[src/hw/rtl/maxnorm_pkg.sv]
// maxnorm_pkg: widths, constants, request codes and divider request/response types
// for the max normalising pixel converter. no dependencies.
`timescale 1ns / 1ps
`default_nettype none

package maxnorm_pkg;

  localparam int PIXEL_BITS = 16;
  localparam int IN_W       = 16;
  localparam int OUT_W      = 8;
  localparam int OUT_MAX    = 255;
  localparam int NUM_W      = PIXEL_BITS + OUT_W;
  localparam int CNT_W      = $clog2(OUT_W);

  // request kinds carried on in_func
  localparam logic FUNC_MEASURE = 1'b0;
  localparam logic FUNC_CONVERT = 1'b1;

  typedef struct packed {
    logic                  start;
    logic [NUM_W-1:0]      num;
    logic [PIXEL_BITS-1:0] den;
  } div_req_t;

  typedef struct packed {
    logic             done;
    logic [OUT_W-1:0] quot;
  } div_rsp_t;

endpackage

`default_nettype wire

[src/hw/rtl/max_normalize_16_to_8.sv]
// channel | ports                                  | direction
// in      | in_valid in_ready in_func in_pixel in_first | request in
// out     | out_valid out_ready out_scaled         | request out
//
// measure requests update the maximum and the block is ready again at once.
// convert requests run through the divider: accept, one overflow
// check, eight quotient steps, then into the output register.
// a product at or above 256 times the maximum saturates after the check.
// a zero maximum skips the divider and gives 0.
// rst_n is synchronous; it clears the maximum, the sequencers and out_valid.
// a stalled output holds its request; measure requests still flow meanwhile
// unless a second result is waiting behind it.
//
// top level of the max normaliser; uses maxnorm_pkg and maxnorm_div.
`timescale 1ns / 1ps
`default_nettype none

module max_normalize_16_to_8 (
  input  wire logic                          clk,
  input  wire logic                          rst_n,
  input  wire logic                          in_valid,
  output logic                               in_ready,
  input  wire logic                          in_func,
  input  wire logic [maxnorm_pkg::IN_W-1:0]  in_pixel,
  input  wire logic                          in_first,
  output logic                               out_valid,
  input  wire logic                          out_ready,
  output logic [maxnorm_pkg::OUT_W-1:0]      out_scaled
);

  typedef enum logic [1:0] {
    S_IDLE,
    S_RUN,
    S_WAIT
  } state_t;

  state_t                             state_r;
  logic [maxnorm_pkg::PIXEL_BITS-1:0] max_r;
  logic [maxnorm_pkg::OUT_W-1:0]      res_r;
  logic                               out_valid_r;
  logic [maxnorm_pkg::OUT_W-1:0]      out_scaled_r;

  logic                               in_acc;
  logic                               out_free;
  logic [maxnorm_pkg::PIXEL_BITS-1:0] px;
  logic [maxnorm_pkg::PIXEL_BITS-1:0] max_nxt;
  logic                               max_zero;
  logic                               out_load;
  logic [maxnorm_pkg::OUT_W-1:0]      out_data;
  logic                               out_valid_nxt;
  maxnorm_pkg::div_req_t              div_req;
  maxnorm_pkg::div_rsp_t              div_rsp;

  assign in_ready = (state_r == S_IDLE);
  assign in_acc   = in_valid & in_ready;
  assign out_free = ~out_valid_r | out_ready;
  assign px       = in_pixel[maxnorm_pkg::PIXEL_BITS-1:0];
  assign max_zero = (max_r == '0);
  assign max_nxt  = (in_first || px >= max_r) ? px : max_r;

  // pixel * 255 as (pixel << 8) - pixel
  always_comb begin
    div_req.start = in_acc & (in_func == maxnorm_pkg::FUNC_CONVERT) & ~max_zero;
    div_req.num   = maxnorm_pkg::NUM_W'({px, maxnorm_pkg::OUT_W'(0)})
                  - maxnorm_pkg::NUM_W'(px);
    div_req.den   = max_r;
  end

  maxnorm_div u_div (
    .clk   (clk),
    .rst_n (rst_n),
    .req   (div_req),
    .rsp   (div_rsp)
  );

  // which result, if any, moves into the output register this cycle
  always_comb begin
    out_load = 1'b0;
    out_data = res_r;
    case (state_r)
      S_IDLE: begin
        if (in_acc && in_func == maxnorm_pkg::FUNC_CONVERT && max_zero) begin
          out_load = out_free;
          out_data = '0;
        end
      end
      S_RUN: begin
        if (div_rsp.done) begin
          out_load = out_free;
          out_data = div_rsp.quot;
        end
      end
      S_WAIT: begin
        out_load = out_free;
        out_data = res_r;
      end
      default: out_load = 1'b0;
    endcase
  end

  assign out_valid_nxt = out_load | (out_valid_r & ~out_ready);

  always_ff @(posedge clk) begin
    if (!rst_n) begin
      state_r     <= S_IDLE;
      max_r       <= '0;
      out_valid_r <= 1'b0;
    end else begin
      out_valid_r <= out_valid_nxt;
      if (out_load) begin
        out_scaled_r <= out_data;
      end
      case (state_r)
        S_IDLE: begin
          if (in_acc) begin
            if (in_func == maxnorm_pkg::FUNC_MEASURE) begin
              max_r <= max_nxt;
            end else if (max_zero) begin
              if (!out_free) begin
                res_r   <= '0;
                state_r <= S_WAIT;
              end
            end else begin
              state_r <= S_RUN;
            end
          end
        end
        S_RUN: begin
          if (div_rsp.done) begin
            if (out_free) begin
              state_r <= S_IDLE;
            end else begin
              res_r   <= div_rsp.quot;
              state_r <= S_WAIT;
            end
          end
        end
        S_WAIT: begin
          if (out_free) begin
            state_r <= S_IDLE;
          end
        end
        default: state_r <= S_IDLE;
      endcase
    end
  end

  assign out_valid  = out_valid_r;
  assign out_scaled = out_scaled_r;

endmodule

`default_nettype wire

[src/hw/rtl/maxnorm_div.sv]
// maxnorm_div: iterative restoring divider with one shared subtractor,
// giving an 8-bit quotient saturated at full scale. uses maxnorm_pkg.
`timescale 1ns / 1ps
`default_nettype none

module maxnorm_div (
  input  wire logic                clk,
  input  wire logic                rst_n,
  input  wire maxnorm_pkg::div_req_t req,
  output maxnorm_pkg::div_rsp_t    rsp
);

  typedef enum logic [1:0] {
    D_IDLE,
    D_CHK,
    D_STEP
  } dstate_t;

  dstate_t                            state_r;
  logic [maxnorm_pkg::PIXEL_BITS-1:0] rem_r;
  logic [maxnorm_pkg::OUT_W-1:0]      low_r;
  logic [maxnorm_pkg::PIXEL_BITS-1:0] den_r;
  logic [maxnorm_pkg::CNT_W-1:0]      cnt_r;
  logic [maxnorm_pkg::OUT_W-1:0]      quot_r;
  logic                               done_r;

  logic [maxnorm_pkg::PIXEL_BITS:0]   a_op;
  logic [maxnorm_pkg::PIXEL_BITS+1:0] diff;
  logic                               ge;
  logic [maxnorm_pkg::OUT_W-1:0]      low_nxt;
  logic                               last_step;
  logic                               done_nxt;

  // shared subtractor: overflow check first, then one quotient bit a step
  always_comb begin
    if (state_r == D_CHK) begin
      a_op = {1'b0, rem_r};
    end else begin
      a_op = {rem_r, low_r[maxnorm_pkg::OUT_W-1]};
    end
    diff    = {1'b0, a_op} - {2'b00, den_r};
    ge      = ~diff[maxnorm_pkg::PIXEL_BITS+1];
    low_nxt = {low_r[maxnorm_pkg::OUT_W-2:0], ge};
  end

  assign last_step = (cnt_r == maxnorm_pkg::CNT_W'(maxnorm_pkg::OUT_W - 1));
  assign done_nxt  = ((state_r == D_CHK) & ge) | ((state_r == D_STEP) & last_step);

  always_ff @(posedge clk) begin
    if (!rst_n) begin
      state_r <= D_IDLE;
      done_r  <= 1'b0;
    end else begin
      done_r <= done_nxt;
      case (state_r)
        D_IDLE: begin
          if (req.start) begin
            rem_r   <= req.num[maxnorm_pkg::NUM_W-1:maxnorm_pkg::OUT_W];
            low_r   <= req.num[maxnorm_pkg::OUT_W-1:0];
            den_r   <= req.den;
            state_r <= D_CHK;
          end
        end
        D_CHK: begin
          // upper half already at or above the divisor: quotient too big
          if (ge) begin
            quot_r  <= maxnorm_pkg::OUT_W'(maxnorm_pkg::OUT_MAX);
            state_r <= D_IDLE;
          end else begin
            cnt_r   <= '0;
            state_r <= D_STEP;
          end
        end
        D_STEP: begin
          if (ge) begin
            rem_r <= diff[maxnorm_pkg::PIXEL_BITS-1:0];
          end else begin
            rem_r <= a_op[maxnorm_pkg::PIXEL_BITS-1:0];
          end
          low_r <= low_nxt;
          cnt_r <= cnt_r + 1'b1;
          if (last_step) begin
            quot_r  <= low_nxt;
            state_r <= D_IDLE;
          end
        end
        default: state_r <= D_IDLE;
      endcase
    end
  end

  assign rsp.done = done_r;
  assign rsp.quot = quot_r;

endmodule

`default_nettype wire

[config.mk]
export PLATFORM = sky130hd
export DESIGN_NAME = max_normalize_16_to_8
export DESIGN_NICKNAME = d
export VERILOG_FILES = /design/src/hw/rtl/maxnorm_pkg.sv /design/src/hw/rtl/max_normalize_16_to_8.sv /design/src/hw/rtl/maxnorm_div.sv
export SDC_FILE = /design/constraint.sdc
export NUM_CORES = 1
export LEC_CHECK = 0
export ABC_CLOCK_PERIOD_IN_PS = 5400
export BUFFER_PORTS_ARGS = -buffer_cell sky130_fd_sc_hd__buf_2
export CAP_MARGIN = 40
export CORE_MARGIN = 4
export CORE_UTILIZATION = 57
export CTS_CLUSTER_SIZE = 24
export DETAILED_ROUTE_END_ITERATION = 10
export PLACE_DENSITY = 0.86
export SLEW_MARGIN = 10
export SYNTH_ARGS = -nofsm -noshare
export SYNTH_HDL_FRONTEND = slang
export SYNTH_SLANG_ARGS = --single-unit
[constraint.sdc]
create_clock -name clk -period 5.4 [get_ports clk]
set_input_delay 1.08 -clock clk [delete_from_list [all_inputs] [get_ports clk]]
set_output_delay 1.08 -clock clk [all_outputs]
set_load 0.02 [all_outputs]
==> metrics.txt, run 1 <==
clk_lat worst skew 370 ps; via count approximately 4400; Die Outline Area 11500 um2; Sequential cell area approximately 2500 um2; number of global-route vias before repair ~4400; initial antenna violation count 0; largest net degree at the start of global routing 29; routed wirelength normalized by instance count ~18 um; net count after synthesis 610; total of hold buffers inserted after clock tree synthesis 0; reg2reg start u_div.state_r[1]; register bit count reported by yosys 89; maximum root-to-sink buffer count 2; DR vias/cell 6.15; remaining number of nets flagged by the antenna check after routing 0; largest cells by area after synthesis sky130_fd_sc_hd__edfxtp_1 36%, sky130_fd_sc_hd__ha_1 9.6%, sky130_fd_sc_hd__dfxtp_1 7.8%; average cell area after synthesis roughly 10 um2; multi-input combinational cell area 2950 um2; Main synth FF type sky130_fd_sc_hd__edfxtp_1; die outline width between 100 and 150 um; count of standard-cell rows 36; data arrival time of the critical path 3930 ps; Commonest cells post-synth 67 x sky130_fd_sc_hd__edfxtp_1, 44 x sky130_fd_sc_hd__inv_1, 43 x sky130_fd_sc_hd__ha_1; run status finished clean; sequential cell area fraction in the yosys report 0.436; number of slew-limit violations in the final report 0; peak clock frequency supported by timing between 200 and 300 MHz; setup repair after global routing missed its margin no; worst hold stages 0; endpoint type of the worst setup path flop; largest area contributor in the netlist sky130_fd_sc_hd__edfxtp_1; overall power after layout 0.00171 W; final instance count without filler cells 714; number of iterations in the first detailed-routing pass 5; Syn-to-layout area delta 9.51%; most used cell along the critical path sky130_fd_sc_hd__o21ai_0; worst setup path category reg2reg; launch point of the worst hold path max_r[9]; Inserted Clock Buffers 9; endpoint of the worst register-to-register path u_div.quot_r[0]; aggregate global-route resource usage 0.241; transition at the pin with the smallest max-transition slack between 800 and 900 ps; final setup skew 7.82 ps; sinks on the clock net 89; worst slew slack as a fraction of its limit 0.436; setup slack on the worst flop-to-flop path roughly 1500 ps; number of filler instances in the final layout 731; Overflow after GRT 0; most numerous cell in the Yosys netlist sky130_fd_sc_hd__edfxtp_1; number of setup buffers added after CTS 0; global placement routability congestion 0.943; Final Cycle Share 0.720; delay of the slowest critical-path stage approximately 440 ps; worst-case reg-to-reg path depth 11; die height 107 um; Final Net Count ~640; CP required roughly 5400 ps; Slowest cell on crit path sky130_fd_sc_hd__dfxtp_1; Pleak between 2 and 2.5 nW; first-pass GRT wire length 22.0 mm; Ys Warns 0; total of max-cap violations 0; area of the core ~9700 um2; number of enable flip-flop cells after synthesis 67; total wire length 13.0 mm; Critical Path Fanout Max 14; sequence of cells on the critical path nand2b_1, buf_8, mux2_2, ha_1, nor2b_1, o21ai_0, o21ai_1, a31oi_2, o21a_1, o21ai_0, and2_1; summed instance area of the synthesized netlist 5630 um2; final critical path time including I/O delays and setup 3890 ps; initial core utilization 0.581; half-perimeter wire length after detailed placement 9.97 mm; number of remaining DRC errors 0; Port-buffer cells 31; Clock transition at path regs 90 ps; cell area power density between 200 and 300 nW/um2; dpl cells between 600 and 700; share of post-route cells with drive strength above 1 0.134; element type at the critical path start flop; count of distinct cell types in the synthesized netlist 58; worst supply voltage drop on vdd between 0.0002 and 0.00025 V; area share of the largest cell type after synthesis 0.357; root buffer selected by CTS sky130_fd_sc_hd__clkbuf_8; DRC marker count from the first detailed-route iteration 284; clock tree from TritonCTS done; cell count after synthesis 544; setup violators final 0; final hold violations 0; count of pins on the block boundary 32; post-route setup TNS 0 ps; min-delay worst type reg2reg; diode count 0; proportion of synthesized flip-flops having asynchronous set or reset 0; capture endpoint of the worst hold path u_div.den_r[9]; H-tree Lvls 3; post-CTS sizing 0
## final cells by class
class | count | share of cell area
Timing Repair Buffer | 37 | 0.0367
Clock inverter | 7 | 0.0126
Clock buffer | 9 | 0.0201
Inverter | 44 | 0.0268
Multi-Input combinational cell | 395 | 0.479
Tap cell | 133 | 0.0270
Sequential cell | 89 | 0.398
## cells in the final DEF (no fill, tap or decap), drive strengths merged, types with 12 or more instances in the layout
cell     n
mux2    16
buf     37
and2    21
mux2i   29
nand3   12
nor2b   15
a21oi   30
nor2    21
nand2b  12
edfxtp  67
xnor2   18
o21ai   20
nor3    12
dfxtp   22
ha      43
nand2   37
inv     47
## metrics by stage
stage          utilization  worst slack, ps  cell area [um2]  hold slack [ps]
3_3_place_gp         0.610             1440             5910              451
5_1_grt              0.637             1260             6160              501
2_1_floorplan            -             1740             5630              431
6_report             0.637             1510             6160              487
4_1_cts              0.637             1550             6160              482
3_5_place_dp         0.616             1560             5960              459
## sequential cells by signal, indices dropped and copies added (netlist names)
name and cells:
res_r 8, u_div.den_r 16, u_div.low_r 8, out_valid 1
out_scaled 8, max_r 16, u_div.rem_r 16, u_div.state_r 2
state_r 2, u_div.cnt_r 3, u_div.quot_r 8, u_div.done_r 1
## how the worst max path moves through the flow
stage	startpoint	to	depth (start not counted)
floorplan	in_valid	u_div.low_r[0]	4
global placement	u_div.state_r[1]	u_div.quot_r[5]	10
detailed placement	u_div.state_r[1]	u_div.quot_r[5]	11
CTS	u_div.state_r[1]	u_div.quot_r[1]	11
global route	u_div.state_r[1]	u_div.quot_r[1]	11
finish	u_div.state_r[1]	u_div.quot_r[0]	11
## worst max-delay path, delay by kind of cell, from the launching register on
kind            cells  cell delay [ps]
compound gates      5             1370
simple gates        3              870
flops               1              440
mux                 1              380
fa+ha+maj           1              280
buf+inv             1              220
## report_power, final
| group | leakage, nW | internal [W] | switching [W] |
|---|---|---|---|
| Sequential | 0.775 | 0.000780 | 0.0000232 |
| Clock | 0.102 | 0.000219 | 0.000255 |
| Combinational | 1.60 | 0.000179 | 0.000250 |
## cells by family after synthesis
family,share of synthesized area
and+or+nand+nor,0.156
AOI/OAI and AO/OA,0.137
DFF,0.436
buffers and inverters,0.0433
muxes,0.0836
adders and majority gates,0.0991
xor gates and xnor gates,0.0451
## metal layers
layer | part of all wire | track usage | up-vias | wire [um]
met5 | 0 | 0 | - | 0
met4 | 0.032 | 0.0992 | 0 | 423
met3 | 0.060 | 0.0348 | 41 | 778
met2 | 0.49 | 0.403 | 198 | 6390
met1 | 0.42 | 0.314 | 2097 | 5450
li1 | - | - | 2052 | -
Note: power is estimated with default switching activity, not from simulation.
==> inputs of run 2 (changes only) <==
--- a/config.mk
+++ b/config.mk
@@ -5,14 +5,14 @@
 export SDC_FILE = /design/constraint.sdc
 export NUM_CORES = 1
 export LEC_CHECK = 0
-export ABC_CLOCK_PERIOD_IN_PS = 5400
+export ABC_CLOCK_PERIOD_IN_PS = 3200
 export BUFFER_PORTS_ARGS = -buffer_cell sky130_fd_sc_hd__buf_2
 export CAP_MARGIN = 40
 export CORE_MARGIN = 4
-export CORE_UTILIZATION = 57
+export CORE_UTILIZATION = 56
 export CTS_CLUSTER_SIZE = 24
 export DETAILED_ROUTE_END_ITERATION = 10
-export PLACE_DENSITY = 0.86
+export PLACE_DENSITY = 0.88
 export SLEW_MARGIN = 10
 export SYNTH_ARGS = -nofsm -noshare
 export SYNTH_HDL_FRONTEND = slang
==> constraint.sdc (replaced) <==
create_clock -name clk -period 3.2 [get_ports clk]
set_input_delay 0.64 -clock clk [delete_from_list [all_inputs] [get_ports clk]]
set_output_delay 0.64 -clock clk [all_outputs]
set_load 0.02 [all_outputs]
==> metrics.txt, run 2 (synthesis gave the netlist of run 1 again) <==
share of post-route cells with drive strength above 1 0.171 (was 0.134); final hold violations 0 (unchanged); first-pass GRT wire length 21.0 mm (was 22.0 mm); root buffer selected by CTS sky130_fd_sc_hd__clkbuf_8 (unchanged); Die Outline Area 11700 um2 (was 11500 um2); worst setup path category reg2reg (unchanged); most common library cell in the layout ignoring fill and taps sky130_fd_sc_hd__edfxtp_1 (unchanged); Port-buffer cells 31 (unchanged); initial core utilization 0.576 (was 0.581); sequence of cells on the critical path nand2b_4, buf_12, mux2_2, ha_2, and4_2, a21o_1, a31oi_4, buf_4, o21ai_4, buf_4, mux2i_1, mux2i_1 (was nand2b_1, buf_8, mux2_2, ha_1, nor2b_1, o21ai_0, o21ai_1, a31oi_2, o21a_1, o21ai_0, and2_1); worst slew slack as a fraction of its limit 0.580 (was 0.436); die outline width 108 um (was 107 um); total of max-cap violations 0 (unchanged); setup violators final 0 (unchanged); worst hold stages 0 (unchanged); routed wirelength normalized by instance count 18.1 um (was 18.3 um); DRC marker count from the first detailed-route iteration 367 (was 284); area of the core 9770 um2 (was 9680 um2); number of slew-limit violations in the final report 0 (unchanged); initial antenna violation count 0 (unchanged); dominant delay contributor by cell family on the critical path multiplexers (was compound AO/OA/AOI/OAI gates); number of filler instances in the final layout 704 (was 731); half-perimeter wire length after detailed placement 9.82 mm (was 9.97 mm); number of remaining DRC errors 0 (unchanged); Critical Path Fanout Max 10 (was 14); cell area power density 463 nW/um2 (was 277 nW/um2); via count 4400 (was 4388); Bufs and invs on worst path 3 (was 1); final critical path time including I/O delays and setup 3080 ps (was 3890 ps); number of iterations in the first detailed-routing pass 5 (unchanged); maximum root-to-sink buffer count 2 (unchanged); Crit. path cell count 12 (was 11); most used cells in the layout excluding fill and tap cells 67 x sky130_fd_sc_hd__edfxtp_1, 44 x sky130_fd_sc_hd__inv_1, 41 x sky130_fd_sc_hd__ha_1 (was 67 x sky130_fd_sc_hd__edfxtp_1, 44 x sky130_fd_sc_hd__inv_1, 43 x sky130_fd_sc_hd__ha_1); Final Cycle Share 0.963 (was 0.720); dpl ws -3.90 ps (was 1560 ps); final worst setup slack 119 ps (was 1510 ps); Slowest cell on crit path sky130_fd_sc_hd__ha_2 (was sky130_fd_sc_hd__dfxtp_1); largest registers max_r: 16 flops, u_div.den_r: 16 flops, u_div.rem_r: 16 flops (unchanged); largest net degree at the start of global routing 29 (unchanged); multi-input combinational cell area 3010 um2 (was 2950 um2); global placement routability congestion 0.972 (was 0.943); H-tree Lvls 3 (unchanged); Pleak 2.55 nW (was 2.48 nW); peak clock frequency supported by timing 325 MHz (was 257 MHz); CP required 3320 ps (was 5440 ps); aggregate global-route resource usage 0.230 (was 0.241); Inserted Clock Buffers 9 (unchanged); setup repair after global routing missed its margin no (unchanged); total wire length 13.2 mm (was 13.0 mm); die height 108 um (was 107 um); worst-case reg-to-reg path depth 12 (was 11); remaining number of nets flagged by the antenna check after routing 0 (unchanged); total of hold buffers inserted after clock tree synthesis 0 (unchanged); data arrival time of the critical path 3200 ps (was 3930 ps); sinks on the clock net 89 (unchanged); Sequential cell area 2450 um2 (unchanged); run status finished clean (unchanged); Syn-to-layout area delta 12.6% (was 9.51%); Final Net Count 656 (was 642); count of standard-cell rows 36 (unchanged); clock tree from TritonCTS done (unchanged); number of global-route vias before repair 4292 (was 4416); diode count 0 (unchanged); post-route setup TNS 0 ps (unchanged); transition at the pin with the smallest max-transition slack 628 ps (was 844 ps); DR vias/cell 6.04 (was 6.15); Clock transition at path regs 90 ps (about the same); Overflow after GRT 0 (unchanged); element type at the critical path start flop (unchanged); final setup skew 10.4 ps (was 7.82 ps); min-delay worst type reg2reg (unchanged); count of pins on the block boundary 32 (unchanged); number of setup buffers added after CTS 0 (unchanged); endpoint type of the worst setup path flop (unchanged); worst supply voltage drop on vdd 0.000427 V (was 0.000215 V); clk_lat worst skew 370 ps (about the same); delay of the slowest critical-path stage 390 ps (was 440 ps)
run 2: cell types whose count changed in the layout (fill, tap and decap cells not counted), moves of 2 or more:
cell                      before  now
sky130_fd_sc_hd__ha_2          0    2
sky130_fd_sc_hd__buf_4         2   15
sky130_fd_sc_hd__ha_1         43   41
sky130_fd_sc_hd__o21ai_1       2    4
sky130_fd_sc_hd__buf_8         3    1
sky130_fd_sc_hd__mux2i_1      29   27
sky130_fd_sc_hd__o21ai_0      17   14
run 2: layer usage:
layer | part of all wire | wire length [um] | track usage
met2 | 0.49 | 6390 | 0.383
met4 | 0.030 | 391 | 0.0929
met5 | 0 | 0 | 0
met3 | 0.057 | 754 | 0.0478
met1 | 0.43 | 5640 | 0.292
run 2: repair_timing:
item | CTS | global route
setup endpoints to repair | 9 | 21
pin swaps | 1 | 1
endpoints found under the hold margin | 0 | 0
gates resized for setup | 1 | 15
gates cloned | 0 | 2
run 2: stage by stage:
step / hold WS (ps) / std cells / instance area (um2) / total power (W) / utilization
2_1_floorplan: 431 / 544 / 5650 / 0.00190 / -
3_3_place_gp: 457 / 709 / 6040 / 0.00207 / 0.618
3_5_place_dp: 456 / 710 / 6060 / 0.00211 / 0.620
4_1_cts: 468 / 726 / 6260 / 0.00290 / 0.641
5_1_grt: 486 / 728 / 6340 / 0.00308 / 0.648
6_report: 475 / 728 / 6340 / 0.00293 / 0.648
run 2: path summary, 6_finish.rpt:
kind	start	endpoint	slack, ps
hold reg to reg	max_r[9]	u_div.den_r[9]	480
setup / recovery	u_div.state_r[1]	u_div.rem_r[10]	120
hold / removal	max_r[9]	u_div.den_r[9]	480
setup reg to reg	u_div.state_r[1]	u_div.rem_r[10]	120
run 2: cell type report:
cell class / instances / share of cell area
clock buffers: 9 / 0.0195
clock inverters: 7 / 0.0122
inverters: 44 / 0.0261
multi-input cells: 395 / 0.475
flip-flops and latches: 89 / 0.387
well taps: 133 / 0.0263
repair buffers: 51 / 0.0543
run 2: report_power, final:
group | switching [W] | total, W | leakage (nW) | internal (W)
registers | 0.0000380 | 0.00135 | 0.775 | 0.00132
logic | 0.000449 | 0.000788 | 1.68 | 0.000340
clock network | 0.000424 | 0.000793 | 0.101 | 0.000369
total | 0.000911 | 0.00293 | 2.55 | 0.00202
==> inputs of run 3 (changes only) <==
--- a/config.mk
+++ b/config.mk
@@ -5,14 +5,15 @@
 export SDC_FILE = /design/constraint.sdc
 export NUM_CORES = 1
 export LEC_CHECK = 0
+export ABC_AREA = 1
 export ABC_CLOCK_PERIOD_IN_PS = 3200
 export BUFFER_PORTS_ARGS = -buffer_cell sky130_fd_sc_hd__buf_2
-export CAP_MARGIN = 40
+export CAP_MARGIN = 20
 export CORE_MARGIN = 4
-export CORE_UTILIZATION = 56
+export CORE_UTILIZATION = 57
 export CTS_CLUSTER_SIZE = 24
 export DETAILED_ROUTE_END_ITERATION = 10
-export PLACE_DENSITY = 0.88
+export PLACE_DENSITY = 0.89
 export SLEW_MARGIN = 10
 export SYNTH_ARGS = -nofsm -noshare
 export SYNTH_HDL_FRONTEND = slang
==> constraint.sdc (replaced) <==
create_clock -name clk -period 3.2 [get_ports clk]
set_input_delay 0 -clock clk [delete_from_list [all_inputs] [get_ports clk]]
set_output_delay 0 -clock clk [all_outputs]
set_load 0.02 [all_outputs]
==> metrics.txt, run 3 <==
count of pins on the block boundary 32 (unchanged); Main synth FF type sky130_fd_sc_hd__edfxtp_1 (unchanged); sequential cell area fraction in the yosys report 0.376 (was 0.436); largest net degree at the start of global routing 33 (was 29); sequence of cells on the critical path inv_2, nand2_2, inv_1, o21ai_0, ha_1, nand2_1, inv_1, nand2_1, nor2_1, nand3_1, nand3_4, nand2_2, a21oi_1, buf_4 (was nand2b_4, buf_12, mux2_2, ha_2, and4_2, a21o_1, a31oi_4, buf_4, o21ai_4, buf_4, mux2i_1, mux2i_1); initial antenna violation count 0 (unchanged); Pleak 3.46 nW (was 2.55 nW); cell area power density 460 nW/um2 (was 463 nW/um2); average cell area after synthesis 7.10 um2 (was 10.3 um2); maximum root-to-sink buffer count 2 (unchanged); via count 6202 (was 4400); count of standard-cell rows 38 (was 36); remaining number of nets flagged by the antenna check after routing 0 (unchanged); Die Outline Area 13200 um2 (was 11700 um2); CP required 3260 ps (was 3320 ps); final critical path time including I/O delays and setup 2900 ps (was 3080 ps); total of max-cap violations 0 (unchanged); setup violators final 0 (unchanged); worst-case reg-to-reg path depth 14 (was 12); transition at the pin with the smallest max-transition slack 936 ps (was 628 ps); element type at the critical path start flop (unchanged); Ys Warns 0 (unchanged); Crit. path cell count 14 (was 12); diode count 0 (unchanged); most numerous cell in the Yosys netlist sky130_fd_sc_hd__nand2_1 (was sky130_fd_sc_hd__edfxtp_1); share of post-route cells with drive strength above 1 0.0900 (was 0.171); count of distinct cell types in the synthesized netlist 40 (was 58); Slowest cell on crit path sky130_fd_sc_hd__ha_1 (was sky130_fd_sc_hd__ha_2); min-delay worst type in2reg (was reg2reg); worst slew slack as a fraction of its limit 0.375 (was 0.580); worst setup path category reg2reg (unchanged); Final Net Count 1017 (was 656); net count after synthesis 985 (was 610); launch point of the worst hold path rst_n (was max_r[9]); most common library cell in the layout ignoring fill and taps sky130_fd_sc_hd__nand2_1 (was sky130_fd_sc_hd__edfxtp_1); global placement routability congestion 0.980 (was 0.972); proportion of synthesized flip-flops having asynchronous set or reset 0 (unchanged); Syn-to-layout area delta 9.74% (was 12.6%); routed wirelength normalized by instance count 15.2 um (was 18.1 um); post-CTS sizing 0 (was 1); dominant delay contributor by cell family on the critical path simple AND/OR/NAND/NOR gates (was multiplexers); Bufs and invs on worst path 4 (was 3); Port-buffer cells 31 (unchanged); register bit count reported by yosys 89 (unchanged); Inserted Clock Buffers 9 (unchanged); peak clock frequency supported by timing 345 MHz (was 325 MHz); number of enable flip-flop cells after synthesis 67 (unchanged); final setup skew 7.24 ps (was 10.4 ps); setup repair after global routing missed its margin no (unchanged); endpoint type of the worst setup path flop (unchanged); H-tree Lvls 3 (unchanged); DR vias/cell 5.66 (was 6.04); setup slack on the worst flop-to-flop path 300 ps (was 120 ps); aggregate global-route resource usage 0.254 (was 0.230); delay of the slowest critical-path stage 390 ps (about the same); cell count after synthesis 919 (was 544); Critical Path Fanout Max 18 (was 10); endpoint of the worst register-to-register path u_div.quot_r[3] (was u_div.rem_r[10]); worst hold stages 3 (was 0); post-route setup TNS 0 ps (unchanged); largest area contributor in the netlist sky130_fd_sc_hd__edfxtp_1 (unchanged); DRC marker count from the first detailed-route iteration 658 (was 367); area of the core 11000 um2 (was 9770 um2); die outline width 115 um (was 108 um); number of global-route vias before repair 5547 (was 4292); number of slew-limit violations in the final report 0 (unchanged); clock tree from TritonCTS done (unchanged); Final Cycle Share 0.907 (was 0.963); initial core utilization 0.592 (was 0.576); summed instance area of the synthesized netlist 6530 um2 (was 5630 um2); final hold violations 0 (unchanged); area share of the largest cell type after synthesis 0.308 (was 0.357); clk_lat worst skew 350 ps (was 370 ps); root buffer selected by CTS sky130_fd_sc_hd__clkbuf_16 (was sky130_fd_sc_hd__clkbuf_8); data arrival time of the critical path 2960 ps (was 3200 ps); run status finished clean (unchanged); reg2reg start u_div.state_r[1] (unchanged); number of iterations in the first detailed-routing pass 6 (was 5); sinks on the clock net 89 (unchanged); worst hold slack 65.0 ps (was 475 ps); number of remaining DRC errors 0 (unchanged); Clock transition at path regs 70 ps (was 90 ps); capture endpoint of the worst hold path max_r[0] (was u_div.den_r[9]); Commonest cells post-synth 249 x sky130_fd_sc_hd__nand2_1, 143 x sky130_fd_sc_hd__inv_1, 107 x sky130_fd_sc_hd__nor2_1 (was 67 x sky130_fd_sc_hd__edfxtp_1, 44 x sky130_fd_sc_hd__inv_1, 43 x sky130_fd_sc_hd__ha_1); half-perimeter wire length after detailed placement 12.4 mm (was 9.82 mm); die height 115 um (was 108 um); largest cells by area after synthesis sky130_fd_sc_hd__edfxtp_1 31%, sky130_fd_sc_hd__nand2_1 14%, sky130_fd_sc_hd__ha_1 8.2% (was sky130_fd_sc_hd__edfxtp_1 36%, sky130_fd_sc_hd__ha_1 9.6%, sky130_fd_sc_hd__dfxtp_1 7.8%); overall power after layout 0.00330 W (was 0.00293 W); largest registers max_r: 16 flops, u_div.den_r: 16 flops, u_div.rem_r: 16 flops (unchanged); first-pass GRT wire length 26.6 mm (was 21.0 mm); worst supply voltage drop on vdd 0.000285 V (was 0.000427 V); total wire length 16.6 mm (was 13.2 mm); most used cells in the layout excluding fill and tap cells 249 x sky130_fd_sc_hd__nand2_1, 143 x sky130_fd_sc_hd__inv_1, 107 x sky130_fd_sc_hd__nor2_1 (was 67 x sky130_fd_sc_hd__edfxtp_1, 44 x sky130_fd_sc_hd__inv_1, 41 x sky130_fd_sc_hd__ha_1); Overflow after GRT 0 (unchanged); number of setup buffers added after CTS 0 (unchanged)
==> run 3: changes by cell type after synthesis, moves of 19 or more <==
| cell | before | now |
|---|---|---|
| sky130_fd_sc_hd__mux2i_1 | 29 | 1 |
| sky130_fd_sc_hd__nand2_1 | 37 | 249 |
| sky130_fd_sc_hd__inv_1 | 44 | 143 |
| sky130_fd_sc_hd__nand3_1 | 12 | 96 |
| sky130_fd_sc_hd__and2_1 | 21 | 2 |
| sky130_fd_sc_hd__nor2_1 | 21 | 107 |
==> run 3: layout make-up <==
cell class,instances,area [um2]
timing repair buffer,41,233
clock buffer,9,225
sequential,89,2450
fill,936,3870
clock inverter,7,103
inverter,152,571
tap,140,175
multi-input combinational,658,3400
==> run 3: per-stage QoR <==
stage,setup WS [ps],util,area [um2],cells
CTS,325,0.649,7160,1096
floorplan,478,-,6530,919
global route,15.8,0.649,7160,1096
detailed placement,404,0.619,6830,1079
finish,298,0.649,7160,1096
global placement,506,0.619,6830,1079
==> run 3: metal layers <==
layer | routed length, um | track usage | vias up
met3 | 1310 | 0.0447 | 46
met2 | 7630 | 0.397 | 291
met5 | 0 | 0 | -
met1 | 7210 | 0.353 | 2826
li1 | - | - | 3039
met4 | 472 | 0.0978 | 0
==> run 3: kinds of logic (layout without fill, tap and decap cells) <==
kind of cell,count (synthesis),after routing,share of synthesized area
compound gates,84,84,0.0682
xor+xnor,14,14,0.0188
flops,89,89,0.376
simple gates,515,515,0.345
buf+inv,172,209,0.105
mux,1,1,0.00153
fa+ha+maj,44,44,0.0855
==> run 3: worst min-delay path, cell delays in order <==
cell and delay (ps):
sky130_fd_sc_hd__buf_2 230, sky130_fd_sc_hd__nand2_1 110, sky130_fd_sc_hd__nor2_1 30
==> run 3: where the power goes <==
group	switching, W	internal [W]	total [W]
Clock	0.000463	0.000693	0.00116
Combinational	0.000533	0.000265	0.000797
Sequential	0.0000343	0.00131	0.00134
==> run 3: repair_timing <==
item / CTS / global route
endpoints found under the setup margin: 0 / 0
hold endpoints to repair: 1 / 0
hold buffers: 1 / 0
==> run 3: worst max path at each step <==
| stage | start | end | slack [ps] |
|---|---|---|---|
| after floorplan | u_div.state_r[1] | u_div.quot_r[0] | 480 |
| after global placement | u_div.state_r[1] | u_div.quot_r[4] | 510 |
| after detailed placement | u_div.state_r[1] | u_div.cnt_r[0] | 400 |
| after CTS | u_div.state_r[1] | u_div.quot_r[0] | 320 |
| after global routing | u_div.state_r[1] | u_div.cnt_r[1] | 20 |
| final | u_div.state_r[1] | u_div.quot_r[3] | 300 |
